**src/rtl/core/pmob_pkg.sv**
```systemverilog
package pmob_pkg;

  localparam int PIX_W      = 8;
  localparam int COVER_W    = 4;
  localparam int RANK_W     = 2;
  localparam int STRENGTH_W = 9;
  localparam int MODE_W     = 2;
  localparam int COLOUR_W   = 24;
  localparam int CFG_IDX_W  = 3;
  localparam int CFG_DATA_W = 24;
  localparam int MASK_COUNT_DEFAULT = 4;
  localparam int MASK_COUNT_MAX     = 4;
  localparam int QUEUE_DEPTH        = 2;

  // full opacity in Q8
  localparam logic [STRENGTH_W-1:0] STRENGTH_FULL = 9'd256;
  localparam logic [STRENGTH_W-1:0] STRENGTH_RST  = 9'd128;
  localparam logic [COLOUR_W-1:0]   COLOUR_RST    = 24'hFFFFFF;

  // reciprocal of three in Q11; exact floor for sums up to 765
  localparam logic [9:0] RECIP3   = 10'd683;
  localparam int         RECIP3_SH = 11;

  localparam logic [CFG_IDX_W-1:0] REG_STRENGTH  = 3'd0;
  localparam logic [CFG_IDX_W-1:0] REG_MODE      = 3'd1;
  localparam logic [CFG_IDX_W-1:0] REG_RED_FIRST = 3'd2;
  localparam logic [CFG_IDX_W-1:0] REG_COLOUR0   = 3'd3;

  localparam logic [MODE_W-1:0] MODE_GRAY = 2'd0;
  localparam logic [MODE_W-1:0] MODE_RGB  = 2'd1;
  localparam logic [MODE_W-1:0] MODE_RGBA = 2'd2;

  typedef struct packed {
    logic [PIX_W-1:0]      pix0;
    logic [PIX_W-1:0]      pix1;
    logic [PIX_W-1:0]      pix2;
    logic [PIX_W-1:0]      alpha;
    logic [PIX_W-1:0]      col0;
    logic [PIX_W-1:0]      col1;
    logic [PIX_W-1:0]      col2;
    logic [STRENGTH_W-1:0] strength;
    logic                  painted;
    logic [RANK_W-1:0]     rank;
    logic                  gray;
  } pmob_work_t;

  typedef struct packed {
    logic       valid;
    pmob_work_t data;
  } pmob_push_t;

  typedef struct packed {
    logic       valid;
    pmob_work_t data;
  } pmob_pop_t;

endpackage

```
**src/rtl/core/pmob_if.sv**
```systemverilog
interface pmob_in_if;
  import pmob_pkg::*;

  logic               valid;
  logic               ready;
  logic [PIX_W-1:0]   chan_zero;
  logic [PIX_W-1:0]   chan_one;
  logic [PIX_W-1:0]   chan_two;
  logic [PIX_W-1:0]   chan_alpha;
  logic [COVER_W-1:0] cover_bits;

  modport source (output valid, chan_zero, chan_one, chan_two, chan_alpha, cover_bits,
                  input ready);
  modport sink (input valid, chan_zero, chan_one, chan_two, chan_alpha, cover_bits,
                output ready);
endinterface

interface pmob_out_if;
  import pmob_pkg::*;

  logic              valid;
  logic              ready;
  logic [PIX_W-1:0]  out_zero;
  logic [PIX_W-1:0]  out_one;
  logic [PIX_W-1:0]  out_two;
  logic [PIX_W-1:0]  out_alpha;
  logic              was_painted;
  logic [RANK_W-1:0] winner_rank;

  modport source (output valid, out_zero, out_one, out_two, out_alpha, was_painted,
                  winner_rank, input ready);
  modport sink (input valid, out_zero, out_one, out_two, out_alpha, was_painted,
                winner_rank, output ready);
endinterface

```
**src/rtl/core/pmob_front.sv**
```systemverilog
module pmob_front #(
  parameter int MASK_COUNT = pmob_pkg::MASK_COUNT_DEFAULT
) (
  input  logic                             clk,
  input  logic                             rst_n,
  input  logic                             cfg_we,
  input  logic [pmob_pkg::CFG_IDX_W-1:0]   cfg_index,
  input  logic [pmob_pkg::CFG_DATA_W-1:0]  cfg_data,
  pmob_in_if.sink                          in_chan,
  input  logic                             q_full,
  output pmob_pkg::pmob_push_t             push
);
  import pmob_pkg::*;

  logic [STRENGTH_W-1:0] strength_r;
  logic [MODE_W-1:0]     mode_r;
  logic                  red_first_r;
  logic [COLOUR_W-1:0]   colour_r [MASK_COUNT];

  logic                  painted;
  logic [RANK_W-1:0]     rank;
  logic [COLOUR_W-1:0]   colour;
  logic [PIX_W-1:0]      red, green, blue;
  logic [9:0]            sum3;
  logic [19:0]           avg_prod;
  logic                  gray;
  logic [STRENGTH_W-1:0] strength_sat;

  always_ff @(posedge clk) begin
    if (!rst_n) begin
      strength_r  <= STRENGTH_RST;
      mode_r      <= MODE_RGB;
      red_first_r <= 1'b0;
      for (int i = 0; i < MASK_COUNT; i++) begin
        colour_r[i] <= COLOUR_RST;
      end
    end else if (cfg_we) begin
      case (cfg_index)
        REG_STRENGTH:  strength_r  <= cfg_data[STRENGTH_W-1:0];
        REG_MODE:      mode_r      <= cfg_data[MODE_W-1:0];
        REG_RED_FIRST: red_first_r <= cfg_data[0];
        default: begin
          for (int i = 0; i < MASK_COUNT; i++) begin
            if (cfg_index == REG_COLOUR0 + CFG_IDX_W'(i)) begin
              colour_r[i] <= cfg_data[COLOUR_W-1:0];
            end
          end
        end
      endcase
    end
  end

  // lowest set cover bit wins; walk down so the lowest index is applied last
  always_comb begin
    painted = 1'b0;
    rank    = '0;
    colour  = colour_r[0];
    for (int i = MASK_COUNT - 1; i >= 0; i--) begin
      if (in_chan.cover_bits[i]) begin
        painted = 1'b1;
        rank    = RANK_W'(i);
        colour  = colour_r[i];
      end
    end
  end

  assign red   = colour[23:16];
  assign green = colour[15:8];
  assign blue  = colour[7:0];
  assign sum3  = 10'(red) + 10'(green) + 10'(blue);
  assign avg_prod = 20'(sum3) * 20'(RECIP3);
  assign gray  = (mode_r == MODE_GRAY);
  assign strength_sat = (strength_r > STRENGTH_FULL) ? STRENGTH_FULL : strength_r;

  assign in_chan.ready = !q_full;

  always_comb begin
    push.valid         = in_chan.valid && !q_full;
    push.data.pix0     = in_chan.chan_zero;
    push.data.pix1     = in_chan.chan_one;
    push.data.pix2     = in_chan.chan_two;
    push.data.alpha    = in_chan.chan_alpha;
    push.data.col0     = gray ? avg_prod[RECIP3_SH+PIX_W-1:RECIP3_SH]
                              : (red_first_r ? red : blue);
    push.data.col1     = green;
    push.data.col2     = red_first_r ? blue : red;
    push.data.strength = strength_sat;
    push.data.painted  = painted;
    push.data.rank     = rank;
    push.data.gray     = gray;
  end

endmodule

```
**src/rtl/core/pmob_queue.sv**
```systemverilog
module pmob_queue (
  input  logic                 clk,
  input  logic                 rst_n,
  input  pmob_pkg::pmob_push_t push,
  output logic                 full,
  input  logic                 pop_ready,
  output pmob_pkg::pmob_pop_t  pop
);
  import pmob_pkg::*;

  localparam int PTR_W = $clog2(QUEUE_DEPTH);
  localparam int CNT_W = $clog2(QUEUE_DEPTH + 1);
  localparam logic [PTR_W-1:0] PTR_LAST = PTR_W'(QUEUE_DEPTH - 1);
  localparam logic [CNT_W-1:0] CNT_FULL = CNT_W'(QUEUE_DEPTH);

  pmob_work_t       slot_r [QUEUE_DEPTH];
  logic [PTR_W-1:0] wr_ptr_r, wr_ptr_nxt;
  logic [PTR_W-1:0] rd_ptr_r, rd_ptr_nxt;
  logic [CNT_W-1:0] count_r, count_nxt;
  logic             do_push, do_pop;

  assign full    = (count_r == CNT_FULL);
  assign do_push = push.valid && !full;
  assign do_pop  = pop_ready && (count_r != '0);

  assign pop.valid = (count_r != '0);
  assign pop.data  = slot_r[rd_ptr_r];

  always_comb begin
    wr_ptr_nxt = wr_ptr_r;
    rd_ptr_nxt = rd_ptr_r;
    count_nxt  = count_r;
    if (do_push) begin
      wr_ptr_nxt = (wr_ptr_r == PTR_LAST) ? '0 : wr_ptr_r + 1'b1;
    end
    if (do_pop) begin
      rd_ptr_nxt = (rd_ptr_r == PTR_LAST) ? '0 : rd_ptr_r + 1'b1;
    end
    if (do_push && !do_pop) begin
      count_nxt = count_r + 1'b1;
    end else if (do_pop && !do_push) begin
      count_nxt = count_r - 1'b1;
    end
  end

  always_ff @(posedge clk) begin
    if (!rst_n) begin
      wr_ptr_r <= '0;
      rd_ptr_r <= '0;
      count_r  <= '0;
    end else begin
      wr_ptr_r <= wr_ptr_nxt;
      rd_ptr_r <= rd_ptr_nxt;
      count_r  <= count_nxt;
    end
  end

  always_ff @(posedge clk) begin
    if (do_push) begin
      slot_r[wr_ptr_r] <= push.data;
    end
  end

endmodule

```
**src/rtl/core/pmob_back.sv**
```systemverilog
module pmob_back (
  input  logic                clk,
  input  logic                rst_n,
  input  pmob_pkg::pmob_pop_t pop,
  output logic                pop_ready,
  pmob_out_if.source          out_chan
);
  import pmob_pkg::*;

  function automatic logic [PIX_W-1:0] mix8(input logic [PIX_W-1:0] pix,
                                            input logic [PIX_W-1:0] col,
                                            input logic [STRENGTH_W-1:0] a);
    logic [STRENGTH_W-1:0] inv;
    logic [16:0]           acc;
    inv = STRENGTH_FULL - a;
    acc = 17'(pix) * 17'(inv) + 17'(col) * 17'(a);
    return acc[15:8];
  endfunction

  logic              out_valid_r;
  logic [PIX_W-1:0]  zero_r, one_r, two_r, alpha_r;
  logic              painted_r;
  logic [RANK_W-1:0] rank_r;
  logic [PIX_W-1:0]  zero_nxt, one_nxt, two_nxt;
  logic              load;

  assign load      = pop.valid && (!out_valid_r || out_chan.ready);
  assign pop_ready = !out_valid_r || out_chan.ready;

  always_comb begin
    zero_nxt = pop.data.pix0;
    one_nxt  = pop.data.pix1;
    two_nxt  = pop.data.pix2;
    if (pop.data.painted) begin
      zero_nxt = mix8(pop.data.pix0, pop.data.col0, pop.data.strength);
      one_nxt  = mix8(pop.data.pix1, pop.data.col1, pop.data.strength);
      two_nxt  = mix8(pop.data.pix2, pop.data.col2, pop.data.strength);
    end
    // grayscale drops the color channels
    if (pop.data.gray) begin
      one_nxt = '0;
      two_nxt = '0;
    end
  end

  always_ff @(posedge clk) begin
    if (!rst_n) begin
      out_valid_r <= 1'b0;
    end else if (load) begin
      out_valid_r <= 1'b1;
    end else if (out_chan.ready) begin
      out_valid_r <= 1'b0;
    end
  end

  always_ff @(posedge clk) begin
    if (load) begin
      zero_r    <= zero_nxt;
      one_r     <= one_nxt;
      two_r     <= two_nxt;
      alpha_r   <= pop.data.alpha;
      painted_r <= pop.data.painted;
      rank_r    <= pop.data.rank;
    end
  end

  assign out_chan.valid       = out_valid_r;
  assign out_chan.out_zero    = zero_r;
  assign out_chan.out_one     = one_r;
  assign out_chan.out_two     = two_r;
  assign out_chan.out_alpha   = alpha_r;
  assign out_chan.was_painted = painted_r;
  assign out_chan.winner_rank = rank_r;

endmodule

```
**src/rtl/core/priority_mask_overlay_blend.sv**
```systemverilog
// Priority mask overlay blend.
// in_chan carries one pixel (three channel bytes, alpha, mask cover bits) per
// item; out_chan returns one blended pixel per item, in order. Bit 0 of
// cover_bits is the top-priority mask; the lowest covering mask paints the
// pixel with its color at the opacity set by the strength register (Q8).
// Configuration goes through cfg_we / cfg_index / cfg_data, one register per
// write; the user must write only while no item is in flight, which the block
// itself does not enforce. Throughput: one item per cycle unless the queue
// is full; the front end classifies the pixel and picks the mask color, a
// two-entry queue decouples it from the back end, which runs the three blend
// multiplies and holds the result in the output register.
// If the receiver stalls, the output register holds its item, the queue
// absorbs up to two more, and then in_chan.ready drops until it drains.
// Reset (rst_n low, synchronous) empties the queue and output register and
// restores strength 128, three-channel mode, blue first and white masks.
module priority_mask_overlay_blend #(
  parameter int MASK_COUNT = pmob_pkg::MASK_COUNT_DEFAULT
) (
  input  logic                            clk,
  input  logic                            rst_n,
  input  logic                            cfg_we,
  input  logic [pmob_pkg::CFG_IDX_W-1:0]  cfg_index,
  input  logic [pmob_pkg::CFG_DATA_W-1:0] cfg_data,
  pmob_in_if.sink                         in_chan,
  pmob_out_if.source                      out_chan
);
  import pmob_pkg::*;

  pmob_push_t push;
  pmob_pop_t  pop;
  logic       q_full;
  logic       pop_ready;

  pmob_front #(
    .MASK_COUNT (MASK_COUNT)
  ) u_front (
    .clk       (clk),
    .rst_n     (rst_n),
    .cfg_we    (cfg_we),
    .cfg_index (cfg_index),
    .cfg_data  (cfg_data),
    .in_chan   (in_chan),
    .q_full    (q_full),
    .push      (push)
  );

  pmob_queue u_queue (
    .clk       (clk),
    .rst_n     (rst_n),
    .push      (push),
    .full      (q_full),
    .pop_ready (pop_ready),
    .pop       (pop)
  );

  pmob_back u_back (
    .clk       (clk),
    .rst_n     (rst_n),
    .pop       (pop),
    .pop_ready (pop_ready),
    .out_chan  (out_chan)
  );

endmodule

```
**src/flat_wrapper.sv**
```systemverilog
// flat-port wrapper written by rule: the top's interface ports become plain ports
module priority_mask_overlay_blend_flat import pmob_pkg::*;
#(
  parameter int MASK_COUNT = pmob_pkg::MASK_COUNT_DEFAULT
)
  (clk, rst_n, cfg_we, cfg_index, cfg_data, in_chan_valid, in_chan_chan_zero, in_chan_chan_one, in_chan_chan_two, in_chan_chan_alpha, in_chan_cover_bits, in_chan_ready, out_chan_valid, out_chan_out_zero, out_chan_out_one, out_chan_out_two, out_chan_out_alpha, out_chan_was_painted, out_chan_winner_rank, out_chan_ready);
  pmob_in_if in_chan_i ();
  pmob_out_if out_chan_i ();
  input  logic clk;
  input  logic rst_n;
  input  logic cfg_we;
  input  logic [pmob_pkg::CFG_IDX_W-1:0] cfg_index;
  input  logic [pmob_pkg::CFG_DATA_W-1:0] cfg_data;
  input wire logic [$bits(in_chan_i.valid)-1:0] in_chan_valid;
  input wire logic [$bits(in_chan_i.chan_zero)-1:0] in_chan_chan_zero;
  input wire logic [$bits(in_chan_i.chan_one)-1:0] in_chan_chan_one;
  input wire logic [$bits(in_chan_i.chan_two)-1:0] in_chan_chan_two;
  input wire logic [$bits(in_chan_i.chan_alpha)-1:0] in_chan_chan_alpha;
  input wire logic [$bits(in_chan_i.cover_bits)-1:0] in_chan_cover_bits;
  output wire logic [$bits(in_chan_i.ready)-1:0] in_chan_ready;
  output wire logic [$bits(out_chan_i.valid)-1:0] out_chan_valid;
  output wire logic [$bits(out_chan_i.out_zero)-1:0] out_chan_out_zero;
  output wire logic [$bits(out_chan_i.out_one)-1:0] out_chan_out_one;
  output wire logic [$bits(out_chan_i.out_two)-1:0] out_chan_out_two;
  output wire logic [$bits(out_chan_i.out_alpha)-1:0] out_chan_out_alpha;
  output wire logic [$bits(out_chan_i.was_painted)-1:0] out_chan_was_painted;
  output wire logic [$bits(out_chan_i.winner_rank)-1:0] out_chan_winner_rank;
  input wire logic [$bits(out_chan_i.ready)-1:0] out_chan_ready;
  assign in_chan_i.valid = in_chan_valid;
  assign in_chan_i.chan_zero = in_chan_chan_zero;
  assign in_chan_i.chan_one = in_chan_chan_one;
  assign in_chan_i.chan_two = in_chan_chan_two;
  assign in_chan_i.chan_alpha = in_chan_chan_alpha;
  assign in_chan_i.cover_bits = in_chan_cover_bits;
  assign in_chan_ready = in_chan_i.ready;
  assign out_chan_valid = out_chan_i.valid;
  assign out_chan_out_zero = out_chan_i.out_zero;
  assign out_chan_out_one = out_chan_i.out_one;
  assign out_chan_out_two = out_chan_i.out_two;
  assign out_chan_out_alpha = out_chan_i.out_alpha;
  assign out_chan_was_painted = out_chan_i.was_painted;
  assign out_chan_winner_rank = out_chan_i.winner_rank;
  assign out_chan_i.ready = out_chan_ready;
  priority_mask_overlay_blend #(.MASK_COUNT(MASK_COUNT)) u_core (.clk(clk), .rst_n(rst_n), .cfg_we(cfg_we), .cfg_index(cfg_index), .cfg_data(cfg_data), .in_chan(in_chan_i), .out_chan(out_chan_i));
endmodule
```
**config.mk**
```make
export PLATFORM = sky130hd
export DESIGN_NAME = priority_mask_overlay_blend_flat
export DESIGN_NICKNAME = d
export VERILOG_FILES = /design/src/rtl/core/pmob_pkg.sv /design/src/rtl/core/pmob_if.sv /design/src/rtl/core/pmob_front.sv /design/src/rtl/core/pmob_queue.sv /design/src/rtl/core/pmob_back.sv /design/src/rtl/core/priority_mask_overlay_blend.sv /design/src/flat_wrapper.sv
export SDC_FILE = /design/constraint.sdc
export NUM_CORES = 1
export LEC_CHECK = 0
export ABC_AREA = 0
export BUFFER_PORTS_ARGS = -buffer_cell sky130_fd_sc_hd__buf_2
export CORE_MARGIN = 8
export CORE_UTILIZATION = 40
export CTS_CLUSTER_SIZE = 25
export DETAILED_ROUTE_END_ITERATION = 10
export GPL_TIMING_DRIVEN = 0
export PLACE_DENSITY = 0.63
export SLEW_MARGIN = 20
export SYNTH_ARGS = -nofsm -noshare
export SYNTH_HDL_FRONTEND = slang
export SYNTH_HIERARCHICAL = 1
export SYNTH_SLANG_ARGS = --single-unit
```
**constraint.sdc**
```tcl
create_clock -name clk -period 22.1 [get_ports clk]
set_input_delay 1.105 -clock clk [delete_from_list [all_inputs] [get_ports clk]]
set_output_delay 1.105 -clock clk [all_outputs]
set_load 0.01 [all_outputs]
```
### Word-level counts from Yosys, hierarchy flattened

Memories as Yosys holds them, arrays and structs flattened. A register that Yosys moved wholly into a read port is not among the register bits.
Index checks and enable logic that the tools add are counted.

* register bits after elaboration: 52
* bits in latches: 0
* RAM bits: 234
* ROM bits: 0
* memories kept: 2

* add/sub/neg operators: 10
* multipliers: 7
* divide/modulo/power cells: 0
* magnitude comparators: 1
* eq/ne operators: 7
* shifts and indexed selects: 0
* muxes and demuxes: 54
* bitwise gates (word level): 4
* reductions and logical operators: 19

Memories
* u_core.u_queue.slot_r: depth 2, bits a word 69, read ports 1, clocked after Yosys merged registers in 1, write ports 1, RTL line pmob_queue.sv:16 `pmob_work_t slot_r [QUEUE_DEPTH];`
* u_core.u_front.colour_r: depth 4, bits a word 24, read ports 4, clocked after Yosys merged registers in 0, write ports 4, RTL line pmob_front.sv:18 `logic [COLOUR_W-1:0] colour_r [MASK_COUNT];`

Operators by type and width (count)
* two-way mux 24 bit: 8
* multiplier 8 x 9 -> 16 bit: 6
* adder 16 bit: 3
* two-way mux 8 bit: 6
* two-way mux 1 bit: 33
* multiplier 10 x 10 -> 19 bit (second input constant): 1
* two-way mux 2 bit: 6
* adder 9 x 8 -> 10 bit: 1
* adder 8 x 8 -> 9 bit: 1
* equality test 3 bit (second input constant): 3
* > comparator 9 bit (second input constant): 1
* two-way mux 9 bit: 1
* subtractor 9 bit (first input constant): 1
* equality test 3 x 2 -> 1 bit (second input constant): 2
* AND reduction 2 bit: 3
* nonzero test 2 bit: 3
* logical AND 1 bit: 5
* zero test 1 bit: 4
* bitwise OR 1 bit: 4
* equality test 3 x 1 -> 1 bit (second input constant): 1
* zero test 3 bit: 1
* OR reduction 3 bit: 1
* adder 1 bit (second input constant): 2
* adder 2 x 1 -> 2 bit (second input constant): 1
* 4 further kinds: 4

### Depth between registers and ports, before layout

An unclocked memory read counts as a cell.

* depth after elaboration: 9
* gate-level depth with buffers: 35

### By module

Netlist, hierarchy kept.

Modules (own cells, without submodules)
* pmob_back: instances 1, cells an instance 1642, area each 15134.5 µm²
* pmob_front: instances 1, cells an instance 718, area each 7785.0 µm²
* pmob_queue: instances 1, cells an instance 240, area each 5253.8 µm²

### Worst setup path after synthesis

Ideal clock, no wire load.

* path kind: input to register
* from: input in_chan_cover_bits[2]
* to: memory u_core/u_queue/slot_r[0][33] (netlist bit) (data pin)
* setup time: 0.261 ns
* arrival time: 7.169 ns
* path slack: 14.671 ns
* stages: 32
* path buffers: 3
* path through: buf_6 nor3_2 or2_1 buf_4 buf_2 a21oi_1 fa_1 inv_1 ha_1 inv_1 fa_1 nor2b_2 o31ai_2 nand2b_1 a21oi_2 xnor2_2 xnor2_1 ha_1 inv_1 fa_1 inv_1 fa_1 inv_1 fa_1 inv_1 ha_1 nand2_1 o21ai_0 o211ai_1 a21boi_2 o22a_1 nand2_1

RTL lines
* start: declaration: RTL line flat_wrapper.sv:19 `input wire logic [$bits(in_chan_i.cover_bits)-1:0] in_chan_cover_bits;`
* end: declaration: RTL line pmob_queue.sv:16

==> key figures <==
Final layout
  – # nets final: 3,372
  – Fillers: 6,651
  – Sequential Area: 8438 sq um
  – Area Growth Syn to Fin: 10.49%
  – Layout cells sized above 1: 14.11%
  – Multi-input gate area: 17,300 sq um

Yosys
  – Most numerous cell in the Yosys netlist: inv_1
  – Number of synthesized flops with an enable pin: 269
  – Synth cell types: 75
  – Synth warn: 6
  – Synth Register Bits: 287
  – Post-synthesis cell count: 2,600
  – Synth area leaders: edfxtp_1 (29%), fa_1 (25%), ha_1 (11%)
  – Ys flop type: edfxtp_1
  – Synth area leader: edfxtp_1
  – Share of the synthesized area in the top cell type: 28.67%
  – Synth top cells by count: inv_1 (466), fa_1 (346), edfxtp_1 (269)
  – Register area share after synthesis: 29.95%
  – Synthesized area per cell: 10.84 sq um
  – Post-synth net total: 3,254
  – FFs w/ async S/R, synth: 0%
  – Synth Cell Area: 28,170 sq um

CTS
  – Post_cts resized: 0
  – Worst skew pair latency: 0.56 ns
  – Max Root-Sink Buffers: 3
  – Post-CTS setup buffer count: 0
  – CTS root buf: clkbuf_16
  – Worst-path clk slew: 0.07 ns
  – H-Tree Depth: 2
  – TritonCTS clock tree: done
  – Clk sink count: 287
  – Cts bufs inserted: 34
  – Hold-fix buffers at CTS: 0

Placement
  – Pre-CTS WS: 12.80 ns
  – GPL Wtd Cong: 0.8853
  – IO Port Bufs: 71
  – DPL Wire Length: 56,490 microns

Worst hold path
  – Hold endpoint: u_core/u_front/strength_r[6]$_SDFFE_PN0P_
  – Tightest Hold Check Type: reg2reg
  – Worst hold path cell count: 2
  – Hold_sp: u_core/u_front/strength_r[6]$_SDFFE_PN0P_

Global routing
  – First-pass GRT wire length: 113,800 microns
  – GRT Total Usage: 18.58%
  – Gr ovfl total: 0
  – Vias in the first global route: 20,072
  – Antenna violations before repair: 3
  – Largest net degree at the start of global routing: 51

Flow run
  – Max-cap check violation count: 0

Route
  – WL per Instance: 19.60 microns
  – Vias per cell: 5.047
  – Initial drt markers: 1,109
  – Routed Antenna Nets: 0
  – Drt pass-1 iters: 5
  – Residual DRC count: 0
  – WL final: 72,200 microns
  – Via count: 18,592

Timing
  – Worst slew pin tran: 1.188 ns
  – Clock Skew: 0.04035 ns
  – Hold Violations, Final: 0
  – Final setup vio count: 0
  – Crit path time final: 9.458 ns
  – Fmax: 105.7 MHz
  – Rel. slew slack: 20.53%
  – Fin crit share: 42.80%
  – RSZ-0062 raised after global routing: false
  – Final worst slack: 12.64 ns
  – Setup TNS: 0 ns
  – Count of final max-slew check failures: 0

Setup path
  – Largest stage delay on the critical path: 0.93 ns
  – Worst EP arrival: 9.77 ns
  – Critical path class: reg2reg
  – Worst r2r path cells: 28
  – FF-to-FF setup slack: 12.64 ns
  – Crit end category: flip-flop
  – Startpoint types: flip-flop
  – Worst path slowest cell: xor2_1
  – Critical R2R Capture: u_core/u_back/out_chan.out_one[7]$_SDFFCE_PP0P_
  – CP Max Fanout: 10
  – Most common cell on crit path: fa_1
  – Worst EP required: 22.42 ns

Die
  – Site row count: 97
  – Std-Cell Core Area: 69,910 sq um
  – Die height: 281.4 microns
  – Top Ports: 105
  – Die area: 79,180 sq um
  – Initial Utilization: 40.30%
  – Die Wd: 281.4 microns

Status
  – Status: completed
-- placed cells by master (no fill, tap or decap), drive strengths merged, types with 13 or more instances in the layout --
master	n
xnor2	48
nor2b	31
or3	54
nor3	21
and2	265
xor2	19
o21ai	37
mux2i	19
dfxtp	18
fa	346
a221oi	16
clkbuf	114
nor2	47
o31ai	21
buf	152
edfxtp	269
or2	54
inv	472
a21boi	16
nand3	13
mux2	80
nand2	233
ha	240
a21oi	47
-- worst max-delay path by stage --
stage                                                      end  cells past startpoint                  start
5_1_grt        u_core/u_back/out_chan.out_one[7]$_SDFFCE_PP0P_                     27              flip-flop
2_1_floorplan           u_core/u_queue/slot_r[0][33]$_DFFE_PP_                     32  in_chan_cover_bits[2]
3_3_place_gp            u_core/u_queue/slot_r[0][32]$_DFFE_PP_                     28  in_chan_cover_bits[1]
3_5_place_dp   u_core/u_back/out_chan.out_one[7]$_SDFFCE_PP0P_                     28              flip-flop
4_1_cts        u_core/u_back/out_chan.out_one[7]$_SDFFCE_PP0P_                     28              flip-flop
6_report       u_core/u_back/out_chan.out_one[7]$_SDFFCE_PP0P_                     28              flip-flop
-- cell families after synthesis --
family	after synthesis	share of synthesized area, %
simple gates	751	14.25
fa+ha+maj	586	35.24
buf+inv	612	8.895
compound gates	197	5.285
mux	99	4.006
xor+xnor	68	2.367
flops	287	29.95
-- metrics by stage --
| step | util, % | hold slack [ns] | cell area [sq um] | instances |
|---|---|---|---|---|
| floorplan | - | 0.4326 | 28170 | 2600 |
| global placement | 42.49 | 0.4540 | 29700 | 3611 |
| detailed placement | 42.90 | 0.4557 | 29990 | 3622 |
| CTS | 44.52 | 0.4635 | 31120 | 3682 |
| global route | 44.52 | 0.4801 | 31120 | 3682 |
| finish | 44.53 | 0.4604 | 31130 | 3684 |
-- layer usage --
layer	vias to the layer above	routed length, microns	GRT usage [%]
met5	-	1	0
met2	541	36050	32.75
met4	2	3096	7.450
met1	9373	28650	22.36
met3	139	4407	3.359
li1	8537	-	-
-- worst max-delay path, delay by kind of cell (launching register included) --
family / cells / cell delay, ns
simple gates: 3 / 0.39
flops: 1 / 0.32
buf+inv: 8 / 1.88
fa+ha+maj: 8 / 3.57
mux: 1 / 0.22
xor+xnor: 2 / 1.30
compound gates: 6 / 1.53
-- sequential cells by signal, summed over array words and instances, names as in the netlist, named ones only --
register / flops
u_core/u_back/out_chan.out_alpha: 8
u_core/u_back/out_chan.out_one: 8
u_core/u_back/out_chan.out_two: 8
u_core/u_back/out_chan.out_zero: 8
u_core/u_back/out_chan.valid: 1
u_core/u_back/out_chan.was_painted: 1
u_core/u_back/out_chan.winner_rank: 2
u_core/u_front/colour_r: 96
u_core/u_front/mode_r: 2
u_core/u_front/red_first_r: 1
u_core/u_front/strength_r: 9
u_core/u_queue/count_r: 2
u_core/u_queue/rd_ptr_r: 1
u_core/u_queue/slot_r: 138
u_core/u_queue/wr_ptr_r: 1
-- cell type report --
class                           count  area share (%)
Sequential cell                   287           27.11
Multi-Input combinational cell   1701           55.56
Clock inverter                     21          0.8561
Timing Repair Buffer               82           1.837
Inverter                          467           5.631
Tap cell                          940           3.778
Buffer                            145           2.420
Antenna cell                        2         0.01608
Clock buffer                       39           2.793
Power is left out: the tool's default activity adds up to more than one toggle a clock period on the data nets, which glitch-free logic cannot reach.
